## src/kmeans_lloyd_clustering_top_macros.svh

```systemverilog
// Assertion helpers shared by the clustering block
`ifndef KMEANS_LLOYD_CLUSTERING_TOP_MACROS_SVH
`define KMEANS_LLOYD_CLUSTERING_TOP_MACROS_SVH

// Same-cycle implication, checked outside reset
`define KML_ASSERT_IMP(label, ante, cons, msg) \
  label: assert property (@(posedge clk) disable iff (rst) (ante) |-> (cons)) \
    else $error(msg);

// Next-cycle implication, checked outside reset
`define KML_ASSERT_NXT(label, ante, cons, msg) \
  label: assert property (@(posedge clk) disable iff (rst) (ante) |=> (cons)) \
    else $error(msg);

`endif

```

## src/kml_pkg.sv

```systemverilog
package kml_pkg;

  // Request operation codes
  typedef enum logic [1:0] {
    OP_LOAD_POINT  = 2'd0,
    OP_LOAD_CENTER = 2'd1,
    OP_RUN         = 2'd2,
    OP_READ        = 2'd3
  } op_t;

  // Configuration register indexes
  localparam logic [1:0] REG_NUM_POINTS   = 2'd0;
  localparam logic [1:0] REG_NUM_CLUSTERS = 2'd1;
  localparam logic [1:0] REG_STOP_SHIFT   = 2'd2;
  localparam logic [1:0] REG_MAX_ITERS    = 2'd3;

  // Configuration reset values
  localparam logic [12:0] NUM_POINTS_RST   = 13'd4096;
  localparam logic [4:0]  NUM_CLUSTERS_RST = 5'd11;
  localparam logic [3:0]  STOP_SHIFT_RST   = 4'd10;
  localparam logic [15:0] MAX_ITERS_RST    = 16'd1000;

  // Result kinds
  localparam logic KIND_CENTROID = 1'b0;
  localparam logic KIND_GROUP    = 1'b1;

  // Sequencer states
  typedef enum logic [13:0] {
    ST_IDLE    = 14'b00000000000001,
    ST_RD_OUT  = 14'b00000000000010,
    ST_P_ADDR  = 14'b00000000000100,
    ST_D_X     = 14'b00000000001000,
    ST_D_Y     = 14'b00000000010000,
    ST_D_CMP   = 14'b00000000100000,
    ST_P_WRITE = 14'b00000001000000,
    ST_CLR     = 14'b00000010000000,
    ST_A_ADDR  = 14'b00000100000000,
    ST_A_ADD   = 14'b00001000000000,
    ST_M_START = 14'b00010000000000,
    ST_M_X     = 14'b00100000000000,
    ST_M_Y     = 14'b01000000000000,
    ST_EMIT    = 14'b10000000000000
  } state_t;

endpackage

```

## src/kml_div.sv

```systemverilog
module kml_div #(
  parameter int DW = 45,
  parameter int VW = 13
) (
  input  logic          clk,
  input  logic          rst,
  input  logic          start,
  input  logic [DW-1:0] dividend,
  input  logic [VW-1:0] divisor,
  output logic          done,
  output logic [DW-1:0] quotient
);
  import kml_pkg::*;

  localparam int NW = $clog2(DW + 1);

  logic          busy;
  logic [NW-1:0] cnt;
  logic [VW-1:0] rem;
  logic [DW-1:0] quo;
  logic [VW:0]   shifted;
  logic [VW+1:0] trial;
  logic          fits;

  // Restoring step: one quotient bit per cycle
  assign shifted = {rem, quo[DW-1]};
  assign trial   = {1'b0, shifted} - {2'b00, divisor};
  assign fits    = !trial[VW+1];

  always_ff @(posedge clk) begin
    if (rst) begin
      busy <= 1'b0;
      done <= 1'b0;
      cnt  <= '0;
    end else begin
      done <= 1'b0;
      if (start) begin
        busy <= 1'b1;
        cnt  <= NW'(DW);
      end else if (busy) begin
        cnt <= cnt - NW'(1);
        if (cnt == NW'(1)) begin
          busy <= 1'b0;
          done <= 1'b1;
        end
      end
    end
  end

  // Datapath: hold quotient once finished
  always_ff @(posedge clk) begin
    if (start) begin
      quo <= dividend;
      rem <= '0;
    end else if (busy) begin
      rem <= fits ? trial[VW-1:0] : shifted[VW-1:0];
      quo <= {quo[DW-2:0], fits};
    end
  end

  assign quotient = quo;

endmodule

```

## config.mk

```make
export PLATFORM = sky130hd
export DESIGN_NAME = kml_div
export DESIGN_NICKNAME = d
export VERILOG_FILES = /design/src/kmeans_lloyd_clustering_top_macros.svh /design/src/kml_pkg.sv /design/src/kml_div.sv
export SDC_FILE = /design/constraint.sdc
export NUM_CORES = 1
export LEC_CHECK = 0
export BUFFER_PORTS_ARGS = -buffer_cell sky130_fd_sc_hd__buf_4
export CORE_ASPECT_RATIO = 1.25
export CORE_MARGIN = 1.5
export CORE_UTILIZATION = 30
export CTS_BUF_LIST = sky130_fd_sc_hd__clkbuf_4 sky130_fd_sc_hd__clkbuf_8 sky130_fd_sc_hd__clkbuf_16
export DETAILED_ROUTE_END_ITERATION = 12
export GPL_TIMING_DRIVEN = 0
export MAX_ROUTING_LAYER = met4
export SYNTH_ARGS = -nofsm -noshare
export SYNTH_HDL_FRONTEND = slang
export SYNTH_SLANG_ARGS = --single-unit
```

## constraint.sdc

```tcl
create_clock -name clk -period 2.7 [get_ports clk]
set_input_delay 0.27 -clock clk [delete_from_list [all_inputs] [get_ports clk]]
set_output_delay 0.27 -clock clk [all_outputs]
set_load 0.03 [all_outputs]
```

==> results of run 1 <==
-- worst reg2reg max path, stage by stage (launching register included) --
cell	delay (ps)
edfxtp_1	400
inv_1	60
ha_1	190
fa_1	400
nand2b_1	200
a21o_4	240
a21oi_4	200
o31ai_4	130
buf_4	200
nor3_1	310
o31ai_2	80
-- sequential cells by signal, indices dropped and copies added (netlist names) --
name	count
rem	13
quotient	45
cnt	6
busy	1
done	1
-- metrics by stage --
stage          setup TNS (ps)  area (sq um)  worst slack [ps]
2_1_floorplan               0          3520               281
6_report                    0          4780               167
3_3_place_gp            -19.5          4470             -19.5
5_1_grt                     0          4780              57.4
3_5_place_dp                0          4490               200
4_1_cts                     0          4780               178
-- where the power goes --
part	internal, uW	switching, uW	total (uW)	leakage [uW]
sequential	1190	58.4	1250	0.000625
clock	722	396	1120	0.000141
combinational	286	346	632	0.00122
-- layout make-up --
class / count / area (sq um) / share of cell area
Multi-Input combinational cell: 202 / 1610 / 0.336
Clock buffer: 11 / 240 / 0.0503
Clock inverter: 5 / 45.0 / 0.00942
Timing Repair Buffer: 105 / 801 / 0.168
Tap cell: 138 / 173 / 0.0361
Buffer: 14 / 67.6 / 0.0141
Inverter: 20 / 75.1 / 0.0157
Sequential cell: 66 / 1770 / 0.371
-- cell usage in the layout, fill, tap and decap left out, types with 4 or more instances in the layout --
cell type / instances
clkbuf_16: 9
nand3_1: 5
nand2b_1: 6
dfxtp_1: 21
nor3_1: 5
nor3b_1: 4
edfxtp_1: 45
mux2_2: 46
buf_4: 105
a21oi_1: 13
clkinv_1: 4
ha_1: 15
inv_1: 18
xnor2_1: 6
nor2_1: 25
o21ai_1: 4
clkbuf_1: 6
xor2_1: 7
nand2_1: 19
-- routing by layer --
| metal | up-vias | track usage | share of wire |
|---|---|---|---|
| met4 | 0 | 0.0502 | 0.012 |
| met2 | 110 | 0.220 | 0.48 |
| li1 | 1335 | - | - |
| met5 | - | - | 0 |
| met1 | 1274 | 0.162 | 0.43 |
| met3 | 11 | 0.0410 | 0.077 |
-- cell families (layout without fill, tap and decap cells) --
family,Yosys count,in the layout,share of synthesized area
and+or+nand+nor,75,75,0.0999
DFF,66,66,0.503
AOI/OAI and AO/OA,49,49,0.109
muxes,49,49,0.156
buffers and inverters,34,155,0.0405
adders and majority gates,16,16,0.0590
xor gates and xnor gates,13,13,0.0323
-- worst paths after layout --
kind                startpoint           end  slack (ps)
setup / recovery  quotient[44]        rem[9]         170
hold / removal    dividend[19]  quotient[19]         250
setup reg to reg  quotient[44]        rem[9]         170
hold reg to reg         rem[3]        rem[3]         470
==> run metrics, run 1 <==
ant diodes 0; Critical Path AT 2740 ps; placed wire-length estimate 6130 um; number of global-route vias before repair 2794; port bufs 104; Post-synth ARST share 0; initial antenna violation count 0; vias 2730; DR iter-0 viols 143; Avg Cell Area, Syn 11.7 sq um; static leakage 0.00198 uW; critical path peak fanout 10; unrepaired setup endpoints after global routing no; largest net degree at the start of global routing 27; Max IR drop VDD 0.000407 V; total clock buffers created by CTS 9; Die Wd 99.9 um; Critical Path Slowest Stage Cell edfxtp_1; DRT antenna net count 0; Placer Congestion 0.818; cell family with most CP delay compound AO/OA/AOI/OAI gates; fin crit period 2530 ps; core area 11500 sq um; Slew HR 0.632; f_max 0.395 GHz; clk slew on worst S/H paths 50 ps; post-cts gate resize count 0; worst skew pair latency 320 ps; crit start category flip-flop; Hold Vio Cnt, Final 0; total number of yosys warnings 0; hold path depth 2; post-synth top area cell edfxtp_1; Longest Clk Path Bufs 2; post-synth top area share 0.384; count leader, synth mux2_2; Die Ht 124 um; Inst Count DP 545; Seq/Total Area, Yosys 0.503; Top FF cell, synth edfxtp_1; layout cells sized above 1 0.426; crit-path cells inv_1 > ha_1 > fa_1 > nand2b_1 > a21o_4 > a21oi_4 > o31ai_4 > buf_4 > nor3_1 > o31ai_2; Min-Delay Path Class input pin to flip-flop; CP bufs+invs 2; PwrDens 628 nW/um^2; total clock sinks 66; final wirelength 7980 um; crit-path max cell delay 400 ps; first-pass GRT wire length 13000 um; Final Max Tran Viols 0; Crit Path Class flip-flop to flip-flop; WP depth 10; drt first pass iters 6; Post-synth EDFFs 45; Post-CTS Setup Bufs 0; Yosys cell types 49; Post-CTS Hold Fix Bufs 0; Mapped Cells 302; Max Cap Viol 0; vias per cell 4.87; CP required 2900 ps; Commonest cells post-synth 46 x mux2_2, 45 x edfxtp_1, 25 x nor2_1; drc violations 0; final core occ 0.415; hold slack 247 ps; Final Non-Filler Cells 561; DIE AREA 12400 sq um; Synth Cell Area 3520 sq um; post-synth net total 379; Synth area leaders edfxtp_1 38%, mux2_2 15%, dfxtp_1 12%; reg2reg path depth 10; Clock Tree Root clkbuf_16; Layout Skew 4.54 ps; routed length per instance 14.2 um; row count 44; Tot GR Track Use 0.137; io pins 107; CTS tree built; run status finished, final reports clean; PnR Total Power 3000 uW; crit path capture type flip-flop; global route overflow 0; filler instances 1090; Nets 495; Tcrit/Tclk final 0.938; htree depth 3; area grow syn2layout 35.7%; Initial Utilization 0.306; final setup fails 0; synthesized flop and latch total 66; Slew @ Worst Pin 552 ps
Power figures use the tool's default switching activity.
==> run 2, diff against run 1 <==
- clock period: 2.7 -> 2.5 ns (I/O delays scaled with it)
==> run 2 against run 1 <==
Sequential power up 8%. Sequential share of layout area decreased by 0.21 points. Setup slack worse by 79 ps. Combinational power up 9.2%. Via count shrank 0.48%. Cell count rose by 0.36%. Core utilization grew 0.24 points. Critical endpoint unchanged.
==> run metrics, run 2 (synthesis gave the netlist of run 1 again) <==
run status finished, final reports clean; Clock Tree Root clkbuf_16; ant diodes 0 (unchanged); hold slack 222 ps (-25.6 ps); Max Cap Viol 0 (unchanged); Hold Vio Cnt, Final 0 (unchanged); CP required 2710 ps (-190 ps); vias per cell 4.83 (-0.83%); worst skew pair latency 330 ps (about the same); static leakage 0.00200 uW (+0.85%); PnR Total Power 3260 uW (+8.5%); total clock sinks 66 (unchanged); Inst Count DP 545 (unchanged); final wirelength 8030 um (+0.54%); Tot GR Track Use 0.136 (-0.000247); crit-path cells inv_1 > ha_1 > fa_1 > nand2b_4 > a21o_4 > a21oi_4 > o31ai_4 > buf_4 > nor3_2 > o31ai_2; Die Wd 99.9 um (unchanged); largest net degree at the start of global routing 27 (unchanged); clk slew on worst S/H paths 50 ps (about the same); number of global-route vias before repair 2791 (-0.11%); Layout Skew 4.01 ps (-0.530 ps); Critical Path AT 2620 ps (-120 ps); fin crit period 2410 ps (-121 ps); Die Ht 124 um (unchanged); Min-Delay Path Class input pin to flip-flop; PwrDens 678 nW/um^2 (+7.9%); Placer Congestion 0.818 (unchanged); max reg flops 45 (unchanged); final core occ 0.418 (+0.00239); Slew HR 0.633 (+0.00155); Post-CTS Hold Fix Bufs 0 (unchanged); Longest Clk Path Bufs 2 (unchanged); most frequent cells in the layout 107 x buf_4, 46 x mux2_2, 45 x edfxtp_1; core area 11500 sq um (unchanged); first-pass GRT wire length 12900 um (-0.16%); Final Non-Filler Cells 563 (+0.36%); crit start category flip-flop; CP startpoint quotient[44]; final setup fails 0 (unchanged); htree depth 3 (unchanged); WP depth 10 (unchanged); Critical Path Slowest Stage Cell fa_1; routed length per instance 14.3 um (+0.18%); placed wire-length estimate 6130 um (unchanged); f_max 0.415 GHz (+5.0%); drt first pass iters 4 (-2); crit-path max cell delay 410 ps (about the same); Nets 497 (+0.40%); DR iter-0 viols 159 (+11%); CTS tree built; port bufs 104 (unchanged); placed cell areas 4490 sq um (unchanged); reg2reg path depth 10 (unchanged); Initial Utilization 0.306 (unchanged); R2R setup slack 90 ps (-80 ps); Tcrit/Tclk final 0.965 (+0.0268); filler instances 1088 (-0.18%); Slew @ Worst Pin 550 ps (-2.33 ps); most common cell after layout, fill and taps aside buf_4; RR Startpoint quotient[44]; DIE AREA 12400 sq um (unchanged); FF-to-FF End rem[9]; total clock buffers created by CTS 9 (unchanged); global route overflow 0 (unchanged); cell family with most CP delay compound AO/OA/AOI/OAI gates; Final Cell Area 4810 sq um (+0.58%); DRT antenna net count 0 (unchanged); Final Max Tran Viols 0 (unchanged); crit path capture type flip-flop; critical hold path startpoint dividend[19]; Max IR drop VDD 0.000441 V (+8.3%); CP bufs+invs 2 (unchanged); io pins 107 (unchanged); critical path peak fanout 10 (unchanged); layout cells sized above 1 0.433 (+0.00741); row count 44 (unchanged); Crit Path Class flip-flop to flip-flop; initial antenna violation count 0 (unchanged); area grow syn2layout 36.5%; drc violations 0 (unchanged); Setup crit end rem[9]; vias 2717 (-0.48%)
run 2: changes by cell type in the layout (fill, tap and decap cells not counted), sizes merged:
cell / previous run / this run
buf: 113 / 115
run 2: metal layers:
layer | track usage | vias up | wire (um)
met5 | - | - | 0
met4 | 0.0502 | 0 | 120
met3 | 0.0410 | 12 | 560
met2 | 0.220 | 88 | 3820
met1 | 0.162 | 1278 | 3520
li1 | - | 1339 | -
run 2: what timing repair did:
item,CTS,global route
endpoints found under the hold margin,0,0
pin swaps,0,1
buffers inserted,0,2
resized for setup,1,1
endpoints found under the setup margin,1,8
run 2: worst register-to-register path, delay by kind of cell (launching register included):
family | cells | cell delay (ps)
DFF | 1 | 380
buffers and inverters | 2 | 270
AOI/OAI and AO/OA | 4 | 630
adders and majority gates | 2 | 600
and+or+nand+nor | 2 | 410
run 2: area by class of cell:
cell class              instances  area (sq um)  share of cell area
well taps                     138           173              0.0359
multi-input cells             202          1620               0.337
plain buffers                  14          67.6              0.0141
inverters                      20          75.1              0.0156
clock buffers                  11           240              0.0500
repair buffers                107           816               0.170
flip-flops and latches         66          1770               0.369
clock inverters                 5          45.0             0.00937
run 2: power by group:
| part | switching (uW) | internal, uW | total, uW |
|---|---|---|---|
| logic | 377 | 313 | 690 |
| clock network | 436 | 780 | 1220 |
| registers | 62.3 | 1290 | 1350 |
run 2: stage by stage:
stage / setup WS (ps) / TNS (ps)
floorplan: 81.4 / 0
global placement: -199 / -4230
detailed placement: 0.0888 / 0
CTS: 44.5 / 0
global route: -9.94 / -11.6
finish: 87.8 / 0
run 2: worst min-delay path by stage:
| stage | end | slack (ps) | cells past startpoint |
|---|---|---|---|
| floorplan | rem[2] | 440 | 2 |
| global placement | rem[3] | 460 | 2 |
| detailed placement | rem[3] | 470 | 2 |
| CTS | quotient[31] | 210 | 2 |
| global route | quotient[31] | 210 | 2 |
| finish | quotient[19] | 220 | 2 |
